## config.mk

```make
export PLATFORM = sky130hd
export DESIGN_NAME = wav_pcm16_stream_parser
export DESIGN_NICKNAME = d
export VERILOG_FILES = /design/src/rtl/wavp16_pkg.sv /design/src/rtl/wav_pcm16_stream_parser.sv
export SDC_FILE = /design/constraint.sdc
export NUM_CORES = 1
export LEC_CHECK = 0
export ABC_AREA = 0
export BUFFER_PORTS_ARGS = -buffer_cell sky130_fd_sc_hd__buf_2
export CAP_MARGIN = 20
export CELL_PAD_IN_SITES_DETAIL_PLACEMENT = 1
export CELL_PAD_IN_SITES_GLOBAL_PLACEMENT = 1
export CORE_MARGIN = 10
export CORE_UTILIZATION = 49
export CTS_CLUSTER_SIZE = 14
export DETAILED_ROUTE_END_ITERATION = 16
export PLACE_DENSITY = 0.91
export SKIP_CTS_REPAIR_TIMING = 1
export SYNTH_ARGS = -nofsm -noshare
export SYNTH_HDL_FRONTEND = slang
export SYNTH_SLANG_ARGS = --single-unit
```

## constraint.sdc

```tcl
create_clock -name clk -period 12.45 [get_ports clk]
set_input_delay 1.245 -clock clk [delete_from_list [all_inputs] [get_ports clk]]
set_output_delay 1.245 -clock clk [all_outputs]
set_load 0.005 [all_outputs]
```

## src/rtl/wavp16_pkg.sv

```systemverilog
// shared types and constants for the wav pcm16 stream parser
package wavp16_pkg;

  typedef enum logic [2:0] {
    PH_IDLE,
    PH_HEAD,
    PH_CHDR,
    PH_FMT,
    PH_SKIP,
    PH_DATA,
    PH_DONE
  } phase_t;

  typedef logic [3:0] status_t;

  localparam status_t ST_SAMPLE       = 4'd0;
  localparam status_t ST_EMPTY_DATA   = 4'd1;
  localparam status_t ST_NOT_WAVE     = 4'd2;
  localparam status_t ST_SIZE_MISMATCH = 4'd3;
  localparam status_t ST_OVERRUN      = 4'd4;
  localparam status_t ST_BAD_FMT      = 4'd5;
  localparam status_t ST_BAD_SAMPLE   = 4'd6;
  localparam status_t ST_BAD_RATE     = 4'd7;
  localparam status_t ST_BAD_CHANNELS = 4'd8;
  localparam status_t ST_INCONSISTENT = 4'd9;
  localparam status_t ST_NO_FMT       = 4'd10;
  localparam status_t ST_MISALIGNED   = 4'd11;
  localparam status_t ST_NO_DATA      = 4'd12;

  localparam logic [31:0] TAG_RIFF = 32'h4646_4952;
  localparam logic [31:0] TAG_WAVE = 32'h4556_4157;
  localparam logic [31:0] TAG_FMT  = 32'h2074_6d66;
  localparam logic [31:0] TAG_DATA = 32'h6174_6164;

  localparam logic [31:0] FMT_CHUNK_SIZE = 32'd16;
  localparam logic [31:0] CHDR_BYTES     = 32'd8;
  localparam logic [31:0] MIN_FILE_LEN   = 32'd12;
  localparam logic [15:0] FMT_PCM        = 16'd1;
  localparam logic [15:0] PCM_BITS       = 16'd16;

endpackage

```

## src/rtl/wav_pcm16_stream_parser.sv

```systemverilog
// wav pcm16 stream parser: header and chunk walk, fmt checks, sample output
//
// The input channel carries one file byte per word (in_data_byte), with
// in_file_start marking byte 0 of a new file; cfg_wr_en/cfg_wr_data load the
// file length, to be written while the parser is idle; the parser does not
// enforce this. The result channel carries one sample per pair of data-chunk
// bytes with its channel index and the held format, or a single status word
// with out_last set for the first error, an empty data chunk or a missing
// data chunk. The final sample of a file also has out_last set; later bytes
// are dropped until the next file start. Each input word is decoded in the
// cycle it is accepted and its result is registered in the output register;
// one byte per cycle is sustained while the receiver does not stall. A new
// byte is taken while the output register is empty or being drained; when
// the receiver stalls with a result held, in_stall rises and everything
// holds. Reset returns the parser to waiting for a file start with no held
// format and an empty output register; the file length resets to zero.
module wav_pcm16_stream_parser #(
  parameter int MAX_CHANNELS = 8
) (
  input  logic               clk,
  input  logic               rst_n,
  input  logic               cfg_wr_en,
  input  logic [31:0]        cfg_wr_data,
  input  logic               in_valid,
  output logic               in_stall,
  input  logic [7:0]         in_data_byte,
  input  logic               in_file_start,
  output logic               out_valid,
  input  logic               out_stall,
  output logic signed [15:0] out_sample,
  output logic [2:0]         out_channel_index,
  output logic [3:0]         out_channel_count,
  output logic [23:0]        out_sample_rate,
  output wavp16_pkg::status_t out_status,
  output logic               out_last
);
  import wavp16_pkg::*;

  logic [31:0] len_r;
  phase_t      phase_r, phase_nxt;
  logic [31:0] pos_r, pos_nxt;
  logic [31:0] ws_r, ws_nxt;
  logic [31:0] tag_r, tag_nxt;
  logic [31:0] rem_r, rem_nxt;
  logic [3:0]  chans_r, chans_nxt;
  logic [23:0] rate_r, rate_nxt;
  logic [7:0]  low_r, low_nxt;
  logic [2:0]  cnt_r, cnt_nxt;
  logic [7:0]  fmt_r [16];

  logic        in_acc, short_err, proc;
  phase_t      c_phase;
  logic [31:0] c_pos, c_ws, c_tag, c_rem;
  logic [3:0]  c_ch;
  logic [23:0] c_rate;
  logic [7:0]  c_low;
  logic [2:0]  c_cnt;
  logic [31:0] next_pos, ws_n, rem_d;
  logic        walk_ok, hdr_sz_bad, overrun;
  logic [32:0] len_m8;

  logic [7:0]  fmt_v [16];
  logic [15:0] f_format, f_nch, f_block, f_bits;
  logic [31:0] f_rate, f_bps;
  logic [27:0] prod;
  logic        nch_bad, rate_bad, block_ok, bps_ok, fmt_ok;
  logic [3:0]  fmt_idx;

  logic        err_v;
  status_t     err_code;
  logic        res_v;
  logic [15:0] res_sample;
  logic [2:0]  res_ch;
  status_t     res_status;
  logic        res_last;

  logic        out_valid_r;
  logic [15:0] out_sample_r;
  logic [2:0]  out_ch_r;
  logic [3:0]  out_count_r;
  logic [23:0] out_rate_r;
  status_t     out_status_r;
  logic        out_last_r;

  assign in_stall  = out_valid_r & out_stall;
  assign in_acc    = in_valid & ~in_stall;
  assign short_err = in_file_start && (len_r < MIN_FILE_LEN);

  // state as seen by this byte, with a file start clearing it first
  assign c_phase = in_file_start ? PH_HEAD : phase_r;
  assign c_pos   = in_file_start ? '0 : pos_r;
  assign c_ws    = in_file_start ? '0 : ws_r;
  assign c_tag   = in_file_start ? '0 : tag_r;
  assign c_rem   = in_file_start ? '0 : rem_r;
  assign c_ch    = in_file_start ? '0 : chans_r;
  assign c_rate  = in_file_start ? '0 : rate_r;
  assign c_low   = in_file_start ? '0 : low_r;
  assign c_cnt   = in_file_start ? '0 : cnt_r;

  assign proc = in_acc && !short_err && (c_phase != PH_IDLE) && (c_phase != PH_DONE);

  assign next_pos   = c_pos + 32'd1;
  assign ws_n       = {in_data_byte, c_ws[31:8]};
  assign rem_d      = c_rem - 32'd1;
  assign walk_ok    = ({1'b0, next_pos} + {1'b0, CHDR_BYTES}) < {1'b0, len_r};
  assign len_m8     = {1'b0, len_r} - {1'b0, CHDR_BYTES};
  assign hdr_sz_bad = {1'b0, ws_n} != len_m8;
  assign overrun    = ({1'b0, next_pos} + {1'b0, ws_n}) > {1'b0, len_r};

  always_comb begin
    for (int i = 0; i < 15; i++) begin
      fmt_v[i] = fmt_r[i];
    end
    fmt_v[15] = in_data_byte;
  end

  assign f_format = {fmt_v[1], fmt_v[0]};
  assign f_nch    = {fmt_v[3], fmt_v[2]};
  assign f_rate   = {fmt_v[7], fmt_v[6], fmt_v[5], fmt_v[4]};
  assign f_bps    = {fmt_v[11], fmt_v[10], fmt_v[9], fmt_v[8]};
  assign f_block  = {fmt_v[13], fmt_v[12]};
  assign f_bits   = {fmt_v[15], fmt_v[14]};
  assign prod     = f_nch[3:0] * f_rate[23:0];
  assign nch_bad  = (f_nch == 16'd0) || (f_nch > 16'(MAX_CHANNELS));
  assign rate_bad = (f_rate[23:0] == 24'd0) || (f_rate[31:24] != 8'd0);
  assign block_ok = {1'b0, f_block} == {f_nch, 1'b0};
  assign bps_ok   = f_bps == {3'b000, prod, 1'b0};
  assign fmt_ok   = (f_format == FMT_PCM) && !rate_bad && (f_bits == PCM_BITS) && !nch_bad &&
                    block_ok && bps_ok;
  assign fmt_idx  = 4'd0 - c_rem[3:0];

  // error decode
  always_comb begin
    err_v    = 1'b0;
    err_code = ST_SAMPLE;
    if (in_acc && short_err) begin
      err_v    = 1'b1;
      err_code = ST_NOT_WAVE;
    end else if (proc) begin
      unique case (c_phase)
        PH_HEAD: begin
          if (c_pos == 32'd3 && ws_n != TAG_RIFF) begin
            err_v    = 1'b1;
            err_code = ST_NOT_WAVE;
          end else if (c_pos == 32'd11) begin
            if (ws_n != TAG_WAVE) begin
              err_v    = 1'b1;
              err_code = ST_NOT_WAVE;
            end else if (c_tag != 32'd0) begin
              err_v    = 1'b1;
              err_code = ST_SIZE_MISMATCH;
            end else if (!walk_ok) begin
              err_v    = 1'b1;
              err_code = ST_NO_DATA;
            end
          end
        end
        PH_CHDR: begin
          if (rem_d == 32'd0) begin
            err_v = 1'b1;
            if (overrun) begin
              err_code = ST_OVERRUN;
            end else if (c_tag == TAG_FMT) begin
              if (ws_n != FMT_CHUNK_SIZE) err_code = ST_BAD_FMT;
              else err_v = 1'b0;
            end else if (c_tag == TAG_DATA) begin
              if (c_ch == 4'd0) err_code = ST_NO_FMT;
              else if (ws_n[0]) err_code = ST_MISALIGNED;
              else if (ws_n == 32'd0) err_code = ST_EMPTY_DATA;
              else err_v = 1'b0;
            end else if (ws_n == 32'd0 && !walk_ok) begin
              err_code = ST_NO_DATA;
            end else begin
              err_v = 1'b0;
            end
          end
        end
        PH_FMT: begin
          if (rem_d == 32'd0) begin
            err_v = 1'b1;
            if (f_format != FMT_PCM) err_code = ST_BAD_SAMPLE;
            else if (rate_bad) err_code = ST_BAD_RATE;
            else if (f_bits != PCM_BITS) err_code = ST_BAD_SAMPLE;
            else if (nch_bad) err_code = ST_BAD_CHANNELS;
            else if (!block_ok || !bps_ok) err_code = ST_INCONSISTENT;
            else if (!walk_ok) err_code = ST_NO_DATA;
            else err_v = 1'b0;
          end
        end
        PH_SKIP: begin
          if (rem_d == 32'd0 && !walk_ok) begin
            err_v    = 1'b1;
            err_code = ST_NO_DATA;
          end
        end
        default: begin
          err_v = 1'b0;
        end
      endcase
    end
  end

  // next state
  always_comb begin
    phase_nxt = in_acc ? c_phase : phase_r;
    pos_nxt   = in_acc ? c_pos : pos_r;
    ws_nxt    = in_acc ? c_ws : ws_r;
    tag_nxt   = in_acc ? c_tag : tag_r;
    rem_nxt   = in_acc ? c_rem : rem_r;
    chans_nxt = in_acc ? c_ch : chans_r;
    rate_nxt  = in_acc ? c_rate : rate_r;
    low_nxt   = in_acc ? c_low : low_r;
    cnt_nxt   = in_acc ? c_cnt : cnt_r;
    if (proc) begin
      pos_nxt = next_pos;
      ws_nxt  = ws_n;
      unique case (c_phase)
        PH_HEAD: begin
          if (c_pos == 32'd7) tag_nxt = {31'd0, hdr_sz_bad};
          if (c_pos == 32'd11) begin
            phase_nxt = PH_CHDR;
            rem_nxt   = CHDR_BYTES;
          end
        end
        PH_CHDR: begin
          rem_nxt = rem_d;
          if (rem_d == 32'd4) tag_nxt = ws_n;
          if (rem_d == 32'd0) begin
            rem_nxt = ws_n;
            if (c_tag == TAG_FMT) begin
              phase_nxt = PH_FMT;
            end else if (c_tag == TAG_DATA) begin
              phase_nxt = PH_DATA;
              cnt_nxt   = 3'd0;
            end else if (ws_n == 32'd0) begin
              phase_nxt = PH_CHDR;
              rem_nxt   = CHDR_BYTES;
            end else begin
              phase_nxt = PH_SKIP;
            end
          end
        end
        PH_FMT: begin
          rem_nxt = rem_d;
          if (rem_d == 32'd0 && fmt_ok) begin
            chans_nxt = f_nch[3:0];
            rate_nxt  = f_rate[23:0];
            phase_nxt = PH_CHDR;
            rem_nxt   = CHDR_BYTES;
          end
        end
        PH_SKIP: begin
          rem_nxt = rem_d;
          if (rem_d == 32'd0) begin
            phase_nxt = PH_CHDR;
            rem_nxt   = CHDR_BYTES;
          end
        end
        PH_DATA: begin
          rem_nxt = rem_d;
          if (!c_rem[0]) begin
            low_nxt = in_data_byte;
          end else begin
            cnt_nxt = (({1'b0, c_cnt} + 4'd1) >= c_ch) ? 3'd0 : c_cnt + 3'd1;
            if (rem_d == 32'd0) phase_nxt = PH_DONE;
          end
        end
        default: begin
          phase_nxt = PH_DONE;
        end
      endcase
    end
    if (err_v) phase_nxt = PH_DONE;
  end

  // result word
  always_comb begin
    res_v      = err_v || (proc && c_phase == PH_DATA && c_rem[0]);
    res_sample = err_v ? 16'd0 : {in_data_byte, c_low};
    res_ch     = err_v ? 3'd0 : c_cnt;
    res_status = err_v ? err_code : ST_SAMPLE;
    res_last   = err_v || (rem_d == 32'd0);
  end

  always_ff @(posedge clk) begin
    if (!rst_n) begin
      len_r   <= '0;
      phase_r <= PH_IDLE;
      pos_r   <= '0;
      ws_r    <= '0;
      tag_r   <= '0;
      rem_r   <= '0;
      chans_r <= '0;
      rate_r  <= '0;
      low_r   <= '0;
      cnt_r   <= '0;
    end else begin
      if (cfg_wr_en) len_r <= cfg_wr_data;
      phase_r <= phase_nxt;
      pos_r   <= pos_nxt;
      ws_r    <= ws_nxt;
      tag_r   <= tag_nxt;
      rem_r   <= rem_nxt;
      chans_r <= chans_nxt;
      rate_r  <= rate_nxt;
      low_r   <= low_nxt;
      cnt_r   <= cnt_nxt;
    end
  end

  always_ff @(posedge clk) begin
    if (proc && c_phase == PH_FMT) fmt_r[fmt_idx] <= in_data_byte;
  end

  always_ff @(posedge clk) begin
    if (!rst_n) begin
      out_valid_r <= 1'b0;
    end else if (res_v) begin
      out_valid_r <= 1'b1;
    end else if (!out_stall) begin
      out_valid_r <= 1'b0;
    end
  end

  always_ff @(posedge clk) begin
    if (res_v) begin
      out_sample_r <= res_sample;
      out_ch_r     <= res_ch;
      out_count_r  <= chans_nxt;
      out_rate_r   <= rate_nxt;
      out_status_r <= res_status;
      out_last_r   <= res_last;
    end
  end

  assign out_valid         = out_valid_r;
  assign out_sample        = $signed(out_sample_r);
  assign out_channel_index = out_ch_r;
  assign out_channel_count = out_count_r;
  assign out_sample_rate   = out_rate_r;
  assign out_status        = out_status_r;
  assign out_last          = out_last_r;

endmodule
```

==> run_results.csv <==
group,metric,value,unit
floorplan,start_util,49.38,%
finish,fin_nets,3160,
timing,fmax,106.4,MHz
hold_path,min_path_type,"reg2reg",
logic_synthesis,ys_seq_area_share,35.87,%
floorplan,dieWidth,247.1,um
worst_setup_path,slowest_delay,0.64,ns
worst_setup_path,endpoint,"out_sample_rate[12]",
timing,rsz0062_at_grt,"false",
clocking,cts.sinks,367,
drt,vias,24070,
logic_synthesis,synth_top_cell_by_area,"edfxtp_1",
clocking,cts_max_path_buffers,3,
global_routing,grt_pass1_wl,146900,um
logic_synthesis,syn_area,25280,um^2
timing,skew,0.04196,ns
drt,drc,0,
worst_setup_path,path_max_fanout,58,
worst_setup_path,r2r-start,"pos_r[3]",
global_routing,first_global_vias,25010,
logic_synthesis,synth.most_common_cell,"nand2_1",
clocking,cts_max_level,2,
timing,final.setup.tns,0,ns
placement,io_buffers,99,
worst_setup_path,setup.worst_path.start_class,"input port",
floorplan,coreArea,51200,um^2
job,drv_cap,0,
logic_synthesis,synthArstFlopShare,0,%
clocking,cts_buffers,42,
clocking,cts_root_buffer,"clkbuf_16",
floorplan,rows,83,
clocking,cts_tree,"yes",
timing,worst_hold_slack,0.4865,ns
floorplan,die_h,247.1,um
run_status,outcome,"finished clean",
logic_synthesis,syn_nets,3140,
worst_setup_path,startpoint,"in_file_start",
logic_synthesis,yosys-top-cells-area,"edfxtp_1 (20%), dfxtp_1 (15%), ha_1 (6.9%)",
worst_setup_path,arrival,9.74,ns
drt,finalWirelength,96020,um
power,leakage,10.72,nW
floorplan,pin_count,100,
timing,setup_viol,0,
timing,finalWorstPathRequiredPeriod,9.397,ns
global_routing,grt_max_degree,106,
worst_setup_path,end_kind,"flop",
finish,drive_gt1_share,8.339,%
timing,hold_viol_final,0,
logic_synthesis,yosys_warnings,0,
worst_setup_path,cp_slowest_cell,"or3_1",
timing,worst_pin_slew,1.255,ns
placement,routabilityCongestion,0.9898,
logic_synthesis,synthFlopType,"dfxtp_1",
worst_setup_path,r2r-end,"out_sample_rate[12]",
floorplan,die-area,61080,um^2
drt,vias_per_cell,6.609,
worst_setup_path,rrSetupSlack,3.53,ns
finish,diodes,0,
global_routing,grt_use_total,30.71,%
timing,fin_crit_sh,75.48,%
worst_setup_path,ff2ff_path_depth,29,
logic_synthesis,synth-edff-count,172,
logic_synthesis,ys_types,86,
drt,first_pass_iters,6,
power,p_per_area,109.4,nW/um^2
logic_synthesis,yosys-top-cells-count,"nand2_1 (317), nor2_1 (264), dfxtp_1 (195)",
finish,syn_to_final_growth,9.726,%
global_routing,overflow,0,
placement,dp_hpwl,68660,um
clocking,cts.clk_slew.worst_paths,0.06,ns
drt,ant_nets,0,
timing,timing.final.max_slew_violations,0,
worst_setup_path,critPathRequiredTime,12.79,ns
drt,post_drt_wl_per_cell,26.37,um
timing,max_slew_margin,16.14,%
worst_setup_path,path_class,"in2reg",
logic_synthesis,netlist.area_leader.share,20.43,%
logic_synthesis,ys_ff_latch,367,
clocking,insertion_delay,0.62,ns
global_routing,antenna_found_initial,1,
logic_synthesis,syn_area_per_cell,8.687,um^2
drt,drt_iter0_drc,2274,
power,peakVddDrop,0.09496,mV
logic_synthesis,syn_inst,2910,
## per-stage QoR
| step | instance area (um^2) | instances | setup slack, ns | power (mW) | util [%] |
|---|---|---|---|---|---|
| 2_1_floorplan | 25280 | 2910 | 1.144 | 1.621 | - |
| 3_3_place_gp | 26260 | 3561 | 2.340 | 1.742 | 51.29 |
| 3_5_place_dp | 26260 | 3561 | 2.054 | 1.763 | 51.29 |
| 4_1_cts | 27660 | 3637 | 2.607 | 3.031 | 54.03 |
| 5_1_grt | 27740 | 3642 | 2.338 | 3.131 | 54.18 |
| 6_report | 27740 | 3642 | 3.053 | 3.036 | 54.18 |
## kinds of logic (layout without fill, tap and decap cells)
family	count (synthesis)	after routing	synth area share (%)
compound gates	617	617	16.18
xor+xnor	182	182	6.306
fa+ha+maj	184	184	10.44
buf+inv	309	361	4.806
flops	367	367	35.87
mux	76	76	3.044
simple gates	1175	1175	23.34
## how the worst min path moves through the flow
stage | endpoint | start | cells after the start
floorplan | low_r[0] | low_r[0] | 2
global placement | low_r[0] | low_r[0] | 2
detailed placement | low_r[4] | low_r[4] | 2
CTS | low_r[0] | low_r[0] | 2
global route | low_r[5] | low_r[5] | 2
finish | low_r[0] | low_r[0] | 2
## layout make-up
cell class / count / area, um^2
Clock buffer: 54 / 1167
Clock inverter: 22 / 234.0
Fill cell: 5986 / 23460
Inverter: 148 / 558.0
Multi-Input combinational cell: 2234 / 15040
Sequential cell: 367 / 9069
Tap cell: 680 / 850.8
Timing Repair Buffer: 137 / 820.8
## power breakdown
group | leakage, nW | internal (mW) | switching [mW] | total (mW)
clock | 0.688 | 0.716 | 0.562 | 1.28
combinational | 6.98 | 0.145 | 0.295 | 0.440
sequential | 3.05 | 1.28 | 0.0382 | 1.32
## sequential cells by signal, summed over array words and instances (netlist names)
register and flops:
fmt_r 120, len_r 32, pos_r 32, rem_r 32
tag_r 32, out_sample_rate 24, rate_r 24, ws_r 24
out_sample 16, low_r 8, chans_r 4, out_channel_count 4
out_status 4, cnt_r 3, out_channel_index 3, phase_r 3
out_last 1, out_valid 1
## worst max-delay path: cells and delay by family
| family | cells | cell delay (ns) |
|---|---|---|
| AND/OR/NAND/NOR | 11 | 3.10 |
| AO/OA/AOI/OAI | 12 | 3.20 |
| buffers and inverters | 5 | 1.09 |
| adder cells (fa/ha/maj) | 3 | 1.02 |
## routing by layer
layer / vias to the layer above / wire length, um / GRT usage (%)
li1: 10590 / - / -
met1: 11990 / 37260 / 36.88
met2: 1173 / 45960 / 51.98
met3: 317 / 7116 / 4.553
met4: 0 / 5683 / 17.10
met5: - / 0 / 0
## cell usage in the layout, fill, tap and decap left out, drive strengths merged, types with 32 or more instances in the layout
cell type,netlist,layout
a21o,37,37
a21oi,186,186
a22oi,63,63
and2,67,67
and3,32,32
buf,24,136
clkbuf,137,54
dfxtp,195,195
edfxtp,172,172
fa,45,45
ha,139,139
inv,148,151
mux2i,69,69
nand2,317,317
nand3,81,81
nand4,62,62
nor2,264,264
nor2b,52,52
nor3,75,75
nor4,84,84
o21ai,97,97
or4,33,33
xnor2,135,135
xor2,47,47
No activity file was read; power rests on OpenSTA's default activity.
